--- config.mk ---
export PLATFORM = sky130hd
export DESIGN_NAME = expression_language_tokenizer_core
export DESIGN_NICKNAME = d
export VERILOG_FILES = /design/src/design/elt_pkg.sv /design/src/design/expression_language_tokenizer_core.sv /design/src/design/elt_front.sv /design/src/design/elt_queue.sv /design/src/design/elt_back.sv
export SDC_FILE = /design/constraint.sdc
export NUM_CORES = 1
export LEC_CHECK = 0
export BUFFER_PORTS_ARGS = -buffer_cell sky130_fd_sc_hd__buf_2
export CAP_MARGIN = 25
export CORE_ASPECT_RATIO = 0.7
export CORE_UTILIZATION = 59
export CTS_CLUSTER_DIAMETER = 100
export DETAILED_ROUTE_END_ITERATION = 7
export PLACE_DENSITY = 0.76
export RECOVER_POWER = 50
export SLEW_MARGIN = 20
export SYNTH_ARGS = -nofsm -noshare
export SYNTH_HDL_FRONTEND = slang
export SYNTH_SLANG_ARGS = --single-unit
--- constraint.sdc ---
create_clock -name clk -period 11.4 [get_ports clk]
set_input_delay 0.57 -clock clk [delete_from_list [all_inputs] [get_ports clk]]
set_output_delay 0.57 -clock clk [all_outputs]
set_load 0.005 [all_outputs]
--- src/design/elt_pkg.sv ---
// Shared types, token codes and character constants for the tokenizer.
`timescale 1ns / 1ps
`default_nettype none

package elt_pkg;

	localparam int QUEUE_DEPTH = 4;
	localparam int QUEUE_PTR_BITS = 2;
	localparam int SLOTS = 3;

	typedef enum logic [1:0] {
		MODE_NONE  = 2'd0,
		MODE_NUM   = 2'd1,
		MODE_IDENT = 2'd2
	} run_mode_t;

	localparam logic [4:0] KIND_END     = 5'd0;
	localparam logic [4:0] KIND_NUMBER  = 5'd1;
	localparam logic [4:0] KIND_IDENT   = 5'd2;
	localparam logic [4:0] KIND_VAR     = 5'd3;
	localparam logic [4:0] KIND_RETURN  = 5'd4;
	localparam logic [4:0] KIND_FUN     = 5'd5;
	localparam logic [4:0] KIND_PLUS    = 5'd6;
	localparam logic [4:0] KIND_MINUS   = 5'd7;
	localparam logic [4:0] KIND_STAR    = 5'd8;
	localparam logic [4:0] KIND_SLASH   = 5'd9;
	localparam logic [4:0] KIND_CARET   = 5'd10;
	localparam logic [4:0] KIND_LPAREN  = 5'd11;
	localparam logic [4:0] KIND_RPAREN  = 5'd12;
	localparam logic [4:0] KIND_LBRACE  = 5'd13;
	localparam logic [4:0] KIND_RBRACE  = 5'd14;
	localparam logic [4:0] KIND_ASSIGN  = 5'd15;
	localparam logic [4:0] KIND_COMMA   = 5'd16;
	localparam logic [4:0] KIND_SEMI    = 5'd17;
	localparam logic [4:0] KIND_UNKNOWN = 5'd18;

	localparam logic [7:0] CH_SPACE   = 8'h20;
	localparam logic [7:0] CH_NEWLINE = 8'h0A;
	localparam logic [7:0] CH_PLUS    = 8'h2B;
	localparam logic [7:0] CH_MINUS   = 8'h2D;
	localparam logic [7:0] CH_STAR    = 8'h2A;
	localparam logic [7:0] CH_SLASH   = 8'h2F;
	localparam logic [7:0] CH_CARET   = 8'h5E;
	localparam logic [7:0] CH_LPAREN  = 8'h28;
	localparam logic [7:0] CH_RPAREN  = 8'h29;
	localparam logic [7:0] CH_LBRACE  = 8'h7B;
	localparam logic [7:0] CH_RBRACE  = 8'h7D;
	localparam logic [7:0] CH_ASSIGN  = 8'h3D;
	localparam logic [7:0] CH_COMMA   = 8'h2C;
	localparam logic [7:0] CH_SEMI    = 8'h3B;

	localparam logic [47:0] KW_VAR    = 48'h0000_0076_6172;
	localparam logic [47:0] KW_FUN    = 48'h0000_0066_756E;
	localparam logic [47:0] KW_RETURN = 48'h7265_7475_726E;

	localparam logic [15:0] LEN_MAX = 16'hFFFF;

	typedef struct packed {
		logic [4:0]  kind;
		logic [15:0] start;
		logic [15:0] len;
	} token_t;

	typedef struct packed {
		logic [1:0]             cnt;
		token_t [SLOTS-1:0]     tok;
	} entry_t;

	function automatic logic [4:0] punct_kind(input logic [7:0] c);
		logic [4:0] k;
		unique case (c)
			CH_PLUS:   k = KIND_PLUS;
			CH_MINUS:  k = KIND_MINUS;
			CH_STAR:   k = KIND_STAR;
			CH_SLASH:  k = KIND_SLASH;
			CH_CARET:  k = KIND_CARET;
			CH_LPAREN: k = KIND_LPAREN;
			CH_RPAREN: k = KIND_RPAREN;
			CH_LBRACE: k = KIND_LBRACE;
			CH_RBRACE: k = KIND_RBRACE;
			CH_ASSIGN: k = KIND_ASSIGN;
			CH_COMMA:  k = KIND_COMMA;
			CH_SEMI:   k = KIND_SEMI;
			default:   k = KIND_UNKNOWN;
		endcase
		return k;
	endfunction

endpackage

`default_nettype wire

--- src/design/expression_language_tokenizer_core.sv ---
// Top level of the streaming expression tokenizer.
// Data path: an accepted byte's token group is queued, then each token is registered for output.
// Throughput: one byte per cycle while the queue is not full and each byte yields at most one token;
// tokens leave one per cycle from the output register while pop is held, so a byte yielding two or
// three tokens takes one output slot per token, with a four-word group queue absorbing bursts.
// Reset: arst_n clears run state, offset, queue and output valid flag; no clearing pass.
`timescale 1ns / 1ps
`default_nettype none

module expression_language_tokenizer_core #(
	parameter int POS_BITS = 16
) (
	input  wire logic        clk,
	input  wire logic        arst_n,
	input  wire logic [7:0]  source_byte,
	input  wire logic        final_byte,
	input  wire logic        push,
	output logic             full,
	output logic [4:0]       token_kind,
	output logic [15:0]      start_offset,
	output logic [15:0]      token_length,
	output logic             run_last,
	output logic             empty,
	input  wire logic        pop
);

	elt_pkg::entry_t front_entry, head;
	logic            front_push, q_full, q_empty, q_rd, accept;

	assign full   = q_full;
	assign accept = push && !q_full;

	elt_front #(.POS_BITS(POS_BITS)) u_front (
		.clk         (clk),
		.arst_n      (arst_n),
		.source_byte (source_byte),
		.final_byte  (final_byte),
		.accept      (accept),
		.entry       (front_entry),
		.entry_push  (front_push)
	);

	elt_queue u_queue (
		.clk     (clk),
		.arst_n  (arst_n),
		.wr      (front_push),
		.wr_data (front_entry),
		.q_full  (q_full),
		.rd      (q_rd),
		.rd_data (head),
		.q_empty (q_empty)
	);

	elt_back u_back (
		.clk          (clk),
		.arst_n       (arst_n),
		.head         (head),
		.q_empty      (q_empty),
		.q_rd         (q_rd),
		.pop          (pop),
		.empty        (empty),
		.token_kind   (token_kind),
		.start_offset (start_offset),
		.token_length (token_length),
		.run_last     (run_last)
	);

endmodule

`default_nettype wire

--- src/design/elt_front.sv ---
// Front end: run tracking and classification of each byte into a packed token group.
`timescale 1ns / 1ps
`default_nettype none

module elt_front #(
	parameter int POS_BITS = 16
) (
	input  wire logic           clk,
	input  wire logic           arst_n,
	input  wire logic [7:0]     source_byte,
	input  wire logic           final_byte,
	input  wire logic           accept,
	output elt_pkg::entry_t     entry,
	output logic                entry_push
);

	elt_pkg::run_mode_t   mode_q, mode_n;
	logic [POS_BITS-1:0]  start_q, start_n;
	logic [POS_BITS-1:0]  pos_q, pos_inc;
	logic [15:0]          len_q, len_n;
	logic [47:0]          pre_q, pre_n;

	logic                 is_dig, is_let, is_ws, ext;
	logic [3:0]           cv;
	elt_pkg::token_t      cand [4];
	logic [1:0]           cnt;

	function automatic logic [15:0] sat16(input logic [POS_BITS-1:0] v);
		logic [31:0] w;
		w = 32'(v);
		return (w > 32'h0000_FFFF) ? 16'hFFFF : w[15:0];
	endfunction

	function automatic elt_pkg::token_t close_tok(input elt_pkg::run_mode_t m,
			input logic [POS_BITS-1:0] s, input logic [15:0] l, input logic [47:0] p);
		elt_pkg::token_t t;
		t.kind  = elt_pkg::KIND_NUMBER;
		if (m == elt_pkg::MODE_IDENT) begin
			if (l == 16'd3 && p == elt_pkg::KW_VAR)
				t.kind = elt_pkg::KIND_VAR;
			else if (l == 16'd6 && p == elt_pkg::KW_RETURN)
				t.kind = elt_pkg::KIND_RETURN;
			else if (l == 16'd3 && p == elt_pkg::KW_FUN)
				t.kind = elt_pkg::KIND_FUN;
			else
				t.kind = elt_pkg::KIND_IDENT;
		end
		t.start = sat16(s);
		t.len   = l;
		return t;
	endfunction

	assign is_dig = (source_byte >= 8'h30) && (source_byte <= 8'h39);
	assign is_let = ((source_byte >= 8'h61) && (source_byte <= 8'h7A)) ||
	                ((source_byte >= 8'h41) && (source_byte <= 8'h5A));
	assign is_ws  = (source_byte == elt_pkg::CH_SPACE) || (source_byte == elt_pkg::CH_NEWLINE);
	assign ext    = ((mode_q == elt_pkg::MODE_NUM) && is_dig) ||
	                ((mode_q == elt_pkg::MODE_IDENT) && (is_dig || is_let));
	assign pos_inc = (pos_q == {POS_BITS{1'b1}}) ? pos_q : pos_q + 1'b1;

	always_comb begin
		mode_n  = mode_q;
		start_n = start_q;
		len_n   = len_q;
		pre_n   = pre_q;
		cv      = '0;
		for (int i = 0; i < 4; i++)
			cand[i] = '0;

		if (ext) begin
			if (len_q < 16'd6)
				pre_n = {pre_q[39:0], source_byte};
			if (len_q != elt_pkg::LEN_MAX)
				len_n = len_q + 16'd1;
		end else begin
			cv[0]   = (mode_q != elt_pkg::MODE_NONE);
			cand[0] = close_tok(mode_q, start_q, len_q, pre_q);
			if (is_dig || is_let) begin
				mode_n  = is_dig ? elt_pkg::MODE_NUM : elt_pkg::MODE_IDENT;
				start_n = pos_q;
				len_n   = 16'd1;
				pre_n   = {40'd0, source_byte};
			end else begin
				mode_n  = elt_pkg::MODE_NONE;
				start_n = '0;
				len_n   = '0;
				pre_n   = '0;
				if (!is_ws) begin
					cv[1]   = 1'b1;
					cand[1] = '{kind: elt_pkg::punct_kind(source_byte),
					            start: sat16(pos_q), len: 16'd1};
				end
			end
		end

		if (final_byte) begin
			cv[2]   = (mode_n != elt_pkg::MODE_NONE);
			cand[2] = close_tok(mode_n, start_n, len_n, pre_n);
			cv[3]   = 1'b1;
			cand[3] = '{kind: elt_pkg::KIND_END, start: sat16(pos_inc), len: 16'd0};
		end
	end

	// pack the valid tokens into the low slots, in order
	always_comb begin
		entry = '0;
		cnt   = '0;
		for (int i = 0; i < 4; i++) begin
			if (cv[i] && cnt != 2'd3) begin
				entry.tok[cnt] = cand[i];
				cnt = cnt + 2'd1;
			end
		end
		entry.cnt  = cnt;
		entry_push = accept && (cnt != 2'd0);
	end

	always_ff @(posedge clk or negedge arst_n) begin
		if (!arst_n) begin
			mode_q  <= elt_pkg::MODE_NONE;
			start_q <= '0;
			len_q   <= '0;
			pre_q   <= '0;
			pos_q   <= '0;
		end else if (accept) begin
			if (final_byte) begin
				mode_q  <= elt_pkg::MODE_NONE;
				start_q <= '0;
				len_q   <= '0;
				pre_q   <= '0;
				pos_q   <= '0;
			end else begin
				mode_q  <= mode_n;
				start_q <= start_n;
				len_q   <= len_n;
				pre_q   <= pre_n;
				pos_q   <= pos_inc;
			end
		end
	end

endmodule

`default_nettype wire

--- src/design/elt_queue.sv ---
// Short queue of token groups between front and back end.
`timescale 1ns / 1ps
`default_nettype none

module elt_queue (
	input  wire logic            clk,
	input  wire logic            arst_n,
	input  wire logic            wr,
	input  elt_pkg::entry_t      wr_data,
	output logic                 q_full,
	input  wire logic            rd,
	output elt_pkg::entry_t      rd_data,
	output logic                 q_empty
);

	elt_pkg::entry_t                    mem_q [elt_pkg::QUEUE_DEPTH];
	logic [elt_pkg::QUEUE_PTR_BITS-1:0] wp_q, rp_q;
	logic [elt_pkg::QUEUE_PTR_BITS:0]   count_q;

	assign q_full  = (count_q == (elt_pkg::QUEUE_PTR_BITS+1)'(elt_pkg::QUEUE_DEPTH));
	assign q_empty = (count_q == '0);
	assign rd_data = mem_q[rp_q];

	always_ff @(posedge clk) begin
		if (wr)
			mem_q[wp_q] <= wr_data;
	end

	always_ff @(posedge clk or negedge arst_n) begin
		if (!arst_n) begin
			wp_q    <= '0;
			rp_q    <= '0;
			count_q <= '0;
		end else begin
			if (wr)
				wp_q <= wp_q + 1'b1;
			if (rd)
				rp_q <= rp_q + 1'b1;
			unique case ({wr, rd})
				2'b10:   count_q <= count_q + 1'b1;
				2'b01:   count_q <= count_q - 1'b1;
				default: count_q <= count_q;
			endcase
		end
	end

	a_no_overflow: assert property (@(posedge clk) disable iff (!arst_n)
		q_full |-> !wr) else $error("word written into full queue");

	a_no_underflow: assert property (@(posedge clk) disable iff (!arst_n)
		q_empty |-> !rd) else $error("word read from empty queue");

endmodule

`default_nettype wire

--- src/design/elt_back.sv ---
// Back end: serializes token groups into the output register.
`timescale 1ns / 1ps
`default_nettype none

module elt_back (
	input  wire logic           clk,
	input  wire logic           arst_n,
	input  elt_pkg::entry_t     head,
	input  wire logic           q_empty,
	output logic                q_rd,
	input  wire logic           pop,
	output logic                empty,
	output logic [4:0]          token_kind,
	output logic [15:0]         start_offset,
	output logic [15:0]         token_length,
	output logic                run_last
);

	logic            valid_q;
	logic [1:0]      idx_q;
	logic            load, slot_last;
	elt_pkg::token_t tok_q;
	logic            last_q;

	assign load      = !q_empty && (!valid_q || pop);
	assign slot_last = (idx_q == head.cnt - 2'd1);
	assign q_rd      = load && slot_last;

	always_ff @(posedge clk or negedge arst_n) begin
		if (!arst_n) begin
			valid_q <= 1'b0;
			idx_q   <= '0;
		end else begin
			if (load)
				valid_q <= 1'b1;
			else if (pop)
				valid_q <= 1'b0;
			if (load)
				idx_q <= slot_last ? 2'd0 : idx_q + 2'd1;
		end
	end

	always_ff @(posedge clk) begin
		if (load) begin
			tok_q  <= head.tok[idx_q];
			last_q <= slot_last;
		end
	end

	assign empty        = !valid_q;
	assign token_kind   = tok_q.kind;
	assign start_offset = tok_q.start;
	assign token_length = tok_q.len;
	assign run_last     = last_q;

	a_idx_in_group: assert property (@(posedge clk) disable iff (!arst_n)
		!q_empty |-> (idx_q < head.cnt)) else $error("slot index beyond group");

	a_end_is_last: assert property (@(posedge clk) disable iff (!arst_n)
		(valid_q && tok_q.kind == elt_pkg::KIND_END) |-> last_q)
		else $error("end token not marked last");

endmodule

`default_nettype wire

==> flow_summary.rst <==
.. list-table::
   :header-rows: 1

   * - Metric
     - Value
   * - Async S/R FF share, synth
     - 18.3%
   * - Largest buffer count on any clock path
     - 3
   * - Fmax achieved
     - 130 MHz
   * - Setup violators final
     - 0
   * - Worst Setup End Kind
     - register
   * - Cell type with the highest aggregate area in the netlist
     - sky130_fd_sc_hd__edfxtp_1
   * - DRC violation count after routing
     - 0
   * - Maxcap violations
     - 12
   * - Main flop type after synthesis
     - sky130_fd_sc_hd__edfxtp_1
   * - Final-layout fill cell count
     - around 3,100
   * - CTS resizes
     - 0
   * - Total number of vias
     - between 15,000 and 20,000
   * - Final Cycle Share
     - approximately 68%
   * - Outcome
     - complete, but fails checks
   * - Maximum number of pins on one net before global-route repair
     - 73
   * - Worst VDD drop
     - 0.131 mV
   * - Syn Area/Cell
     - 14.3 sq um
   * - Largest cells by area after synthesis
     - sky130_fd_sc_hd__edfxtp_1 (54%), sky130_fd_sc_hd__dfrtp_1 (10%), sky130_fd_sc_hd__mux4_2 (9.4%)
   * - Wire length of the first global-routing pass
     - 102,000 um
   * - Arrival time worst endpoint
     - 7.93 ns
   * - Fin nets
     - 1,894
   * - Number of hold-slack violations in the final timing report
     - 0
   * - Max Slew Vio Count
     - 475
   * - Min-Delay Path Class
     - input port to register
   * - Average wire per standard cell
     - 26.6 um
   * - Mapped Cells
     - roughly 1,900
   * - Initial standard-cell utilization of the core
     - 60.3%
   * - Chip Height
     - 180 um
   * - Static power due to leakage
     - 0.00988 uW
   * - IO Count
     - 53
   * - Clock-pin slew on the worst setup and hold paths
     - 0.06 ns
   * - Worst skew pair latency
     - 0.61 ns
   * - Multi-input gate area in the final layout
     - 8810 sq um
   * - TritonCTS clock tree
     - built
   * - Netlist area before placement
     - 26,600 sq um
   * - #FFs+latches synth
     - 590
   * - Part of the Yosys area used for sequential elements
     - 64.6%
   * - Number of warning messages in the yosys log
     - 0
   * - Pwr per Cell Area
     - ~240 nW/um^2
   * - Largest fanout on the critical path
     - between 60 and 70
   * - Startpoint types
     - input port
   * - Grt total ovfl
     - 0
   * - Number of global-route vias before repair
     - 16,900
   * - Fraction of layout instances using a drive strength above 1
     - 14.7%
   * - Worst reg-to-reg setup slack
     - between 4 and 5 ns
   * - Worst slack on hold paths
     - 0.164 ns
   * - Post-synth EDFFs
     - 482
   * - Die Span X
     - 256 um
   * - Hold Path Depth
     - 2
   * - Worst setup path category
     - input port to register
   * - Storage cell area
     - 17,200 sq um
   * - Total CTS buffers
     - 54
   * - Violated checks
     - capacitance limit, slew limit
   * - RSZ-0062 raised after global routing
     - no
   * - Slew at the pin closest to its max-slew limit
     - 4.14 ns
   * - Critical Path RT
     - 11.63 ns
   * - Count of antenna diodes in the layout
     - 0
   * - Hold bufs inserted after CTS
     - 0
   * - Port Buffer Count
     - 52
   * - Area growth, synth to finish
     - 9.89%
   * - R2R depth
     - 15
   * - Number of routed nets with antenna violations
     - 0
   * - Unique masters post-synth
     - 84
   * - Std-Cell Rows
     - 64
   * - Post-route setup TNS
     - 0 ns
   * - Time the worst path needs with I/O delays and setup
     - 7.70 ns
   * - Clk sink count
     - 590
   * - Gr usage total
     - 29.2%
   * - Final routed wirelength across all metal layers
     - 66,700 um
   * - CTS H-tree depth
     - 2
   * - Final cell count without fillers
     - 2,504
   * - Syn_nets
     - between 1,500 and 2,000
   * - Initial DRC count
     - around 2,400
   * - Number of post-CTS setup repair buffers
     - 0
   * - Avg Vias per Cell
     - approximately 7
   * - Area fraction of the dominant cell type after synthesis
     - between 50% and 60%
   * - Drt pass-1 iters
     - 8
   * - Routability cong.
     - 0.945
   * - Core box area
     - ~44,000 sq um
   * - Headroom to the max-slew limit
     - -176%
   * - Clock Skew
     - 0.0370 ns
   * - Buffer cell driving the clock tree root
     - sky130_fd_sc_hd__clkbuf_16
   * - Post-Place Cells
     - 2,400
   * - Detailed placer's ending HPWL
     - 40,600 um
   * - Antenna violations before repair
     - 1
   * - Pwr Total
     - 6900 uW
   * - Area of the die
     - 45,900 sq um
cell families after synthesis:
| logic type | Yosys count | share of synthesized area (%) |
|---|---|---|
| simple gates | 488 | 9.18 |
| xor+xnor | 23 | 0.758 |
| fa+ha+maj | 17 | 0.829 |
| buf+inv | 168 | 2.38 |
| mux | 172 | 11.7 |
| compound gates | 403 | 10.5 |
| flops | 590 | 64.6 |
flip-flops by register name, indices dropped and copies added (netlist names), 3 cells and up:
register,flops
u_queue.mem_q,444
u_queue.count_q,3
u_front.start_q,16
u_front.len_q,16
u_front.pos_q,16
u_front.pre_q,48
u_back.start_offset,16
u_back.token_length,16
u_back.token_kind,5
critical path, cell delays in order:
cell                        delay (ns)
sky130_fd_sc_hd__clkbuf_1         0.25
sky130_fd_sc_hd__or3b_2           0.52
sky130_fd_sc_hd__a2111oi_0        0.78
sky130_fd_sc_hd__nor3_1           0.30
sky130_fd_sc_hd__ha_1             0.46
sky130_fd_sc_hd__nand2_1          0.10
sky130_fd_sc_hd__a211oi_1         0.22
sky130_fd_sc_hd__clkbuf_1         0.87
sky130_fd_sc_hd__a21oi_1          0.34
sky130_fd_sc_hd__ha_1             0.32
sky130_fd_sc_hd__nor2_1           0.46
sky130_fd_sc_hd__nor3_1           0.12
sky130_fd_sc_hd__a311oi_1         0.83
sky130_fd_sc_hd__and2_4           0.89
sky130_fd_sc_hd__buf_4            0.85
worst paths after layout:
path | endpoint | from
setup / recovery | u_queue.mem_q[2][23] | source_byte[3]
hold / removal | u_back.valid_q | pop
setup reg to reg | u_queue.mem_q[2][23] | u_front.mode_q[1]
hold reg to reg | u_queue.count_q[0] | u_queue.count_q[0]
max in group asynchronous | u_queue.rp_q[1] | arst_n
min in group asynchronous | u_queue.wp_q[1] | arst_n
synthesized netlist by cell type, types with 11 or more instances:
cell type / instances
sky130_fd_sc_hd__a22o_1: 42
sky130_fd_sc_hd__nand4_1: 20
sky130_fd_sc_hd__and3_1: 12
sky130_fd_sc_hd__nor4_1: 24
sky130_fd_sc_hd__clkbuf_1: 110
sky130_fd_sc_hd__o211ai_1: 22
sky130_fd_sc_hd__mux4_2: 111
sky130_fd_sc_hd__a22oi_1: 23
sky130_fd_sc_hd__nor2_1: 89
sky130_fd_sc_hd__dfrtp_1: 108
sky130_fd_sc_hd__inv_1: 28
sky130_fd_sc_hd__nand2_1: 171
sky130_fd_sc_hd__mux2i_1: 60
sky130_fd_sc_hd__xor2_1: 11
sky130_fd_sc_hd__or3_1: 16
sky130_fd_sc_hd__o22ai_1: 12
sky130_fd_sc_hd__a221o_1: 15
sky130_fd_sc_hd__and2_1: 14
sky130_fd_sc_hd__nand3_1: 37
sky130_fd_sc_hd__ha_1: 16
sky130_fd_sc_hd__and4_1: 11
sky130_fd_sc_hd__nor3_1: 31
sky130_fd_sc_hd__a21boi_0: 15
sky130_fd_sc_hd__a21oi_1: 45
sky130_fd_sc_hd__xnor2_1: 12
sky130_fd_sc_hd__edfxtp_1: 482
sky130_fd_sc_hd__o31ai_1: 23
sky130_fd_sc_hd__o21ai_0: 121
sky130_fd_sc_hd__buf_1: 28
metrics by stage:
step | cell area [sq um] | utilization, % | setup slack [ns]
after floorplan | 26600 | - | 3.83
after global placement | 27400 | 62.1 | 4.55
after detailed placement | 27400 | 62.2 | 4.39
after CTS | 29300 | 66.5 | 4.99
after global routing | 29200 | 66.3 | 3.49
final | 29200 | 66.3 | 3.70
per-layer routing:
layer	global-route usage, %	part of all wire [%]	vias to the layer above
li1	-	-	7367
met1	45.0	42	8563
met2	41.0	43	1111
met3	8.38	12	134
met4	7.26	2.3	0
met5	0.412	0	-
layout make-up:
cell class	instances	share of cell area (%)
Sequential cell	590	58.8
Multi-Input combinational cell	1103	30.2
Clock buffer	70	5.04
Tap cell	594	2.54
Timing Repair Buffer	87	1.62
Clock inverter	32	1.44
Inverter	28	0.360
where the power goes:
group	internal [uW]	switching, uW	total, uW
Combinational	754	1150	1900
Sequential	2880	189	3070
Clock	1120	805	1930
layout by cell type, fill, tap and decap left out, types with 11 or more instances in the layout:
master,n
sky130_fd_sc_hd__nand3_1,37
sky130_fd_sc_hd__mux2i_1,60
sky130_fd_sc_hd__a21boi_0,15
sky130_fd_sc_hd__nand2_1,171
sky130_fd_sc_hd__nand4_1,20
sky130_fd_sc_hd__ha_1,16
sky130_fd_sc_hd__and4_1,11
sky130_fd_sc_hd__edfxtp_1,482
sky130_fd_sc_hd__buf_4,17
sky130_fd_sc_hd__clkbuf_16,55
sky130_fd_sc_hd__xor2_1,11
sky130_fd_sc_hd__nor4_1,24
sky130_fd_sc_hd__mux4_2,111
sky130_fd_sc_hd__a22o_1,42
sky130_fd_sc_hd__a221o_1,15
sky130_fd_sc_hd__o22ai_1,13
sky130_fd_sc_hd__buf_2,33
sky130_fd_sc_hd__nor3_1,31
sky130_fd_sc_hd__dfrtp_1,105
sky130_fd_sc_hd__or3_1,16
sky130_fd_sc_hd__o31ai_1,23
sky130_fd_sc_hd__and3_1,12
sky130_fd_sc_hd__o21ai_0,122
sky130_fd_sc_hd__clkbuf_1,45
sky130_fd_sc_hd__a21oi_1,44
sky130_fd_sc_hd__xnor2_1,12
sky130_fd_sc_hd__inv_1,28
sky130_fd_sc_hd__o211ai_1,22
sky130_fd_sc_hd__a22oi_1,23
sky130_fd_sc_hd__nor2_1,87
(Power assumes the default switching activity.)
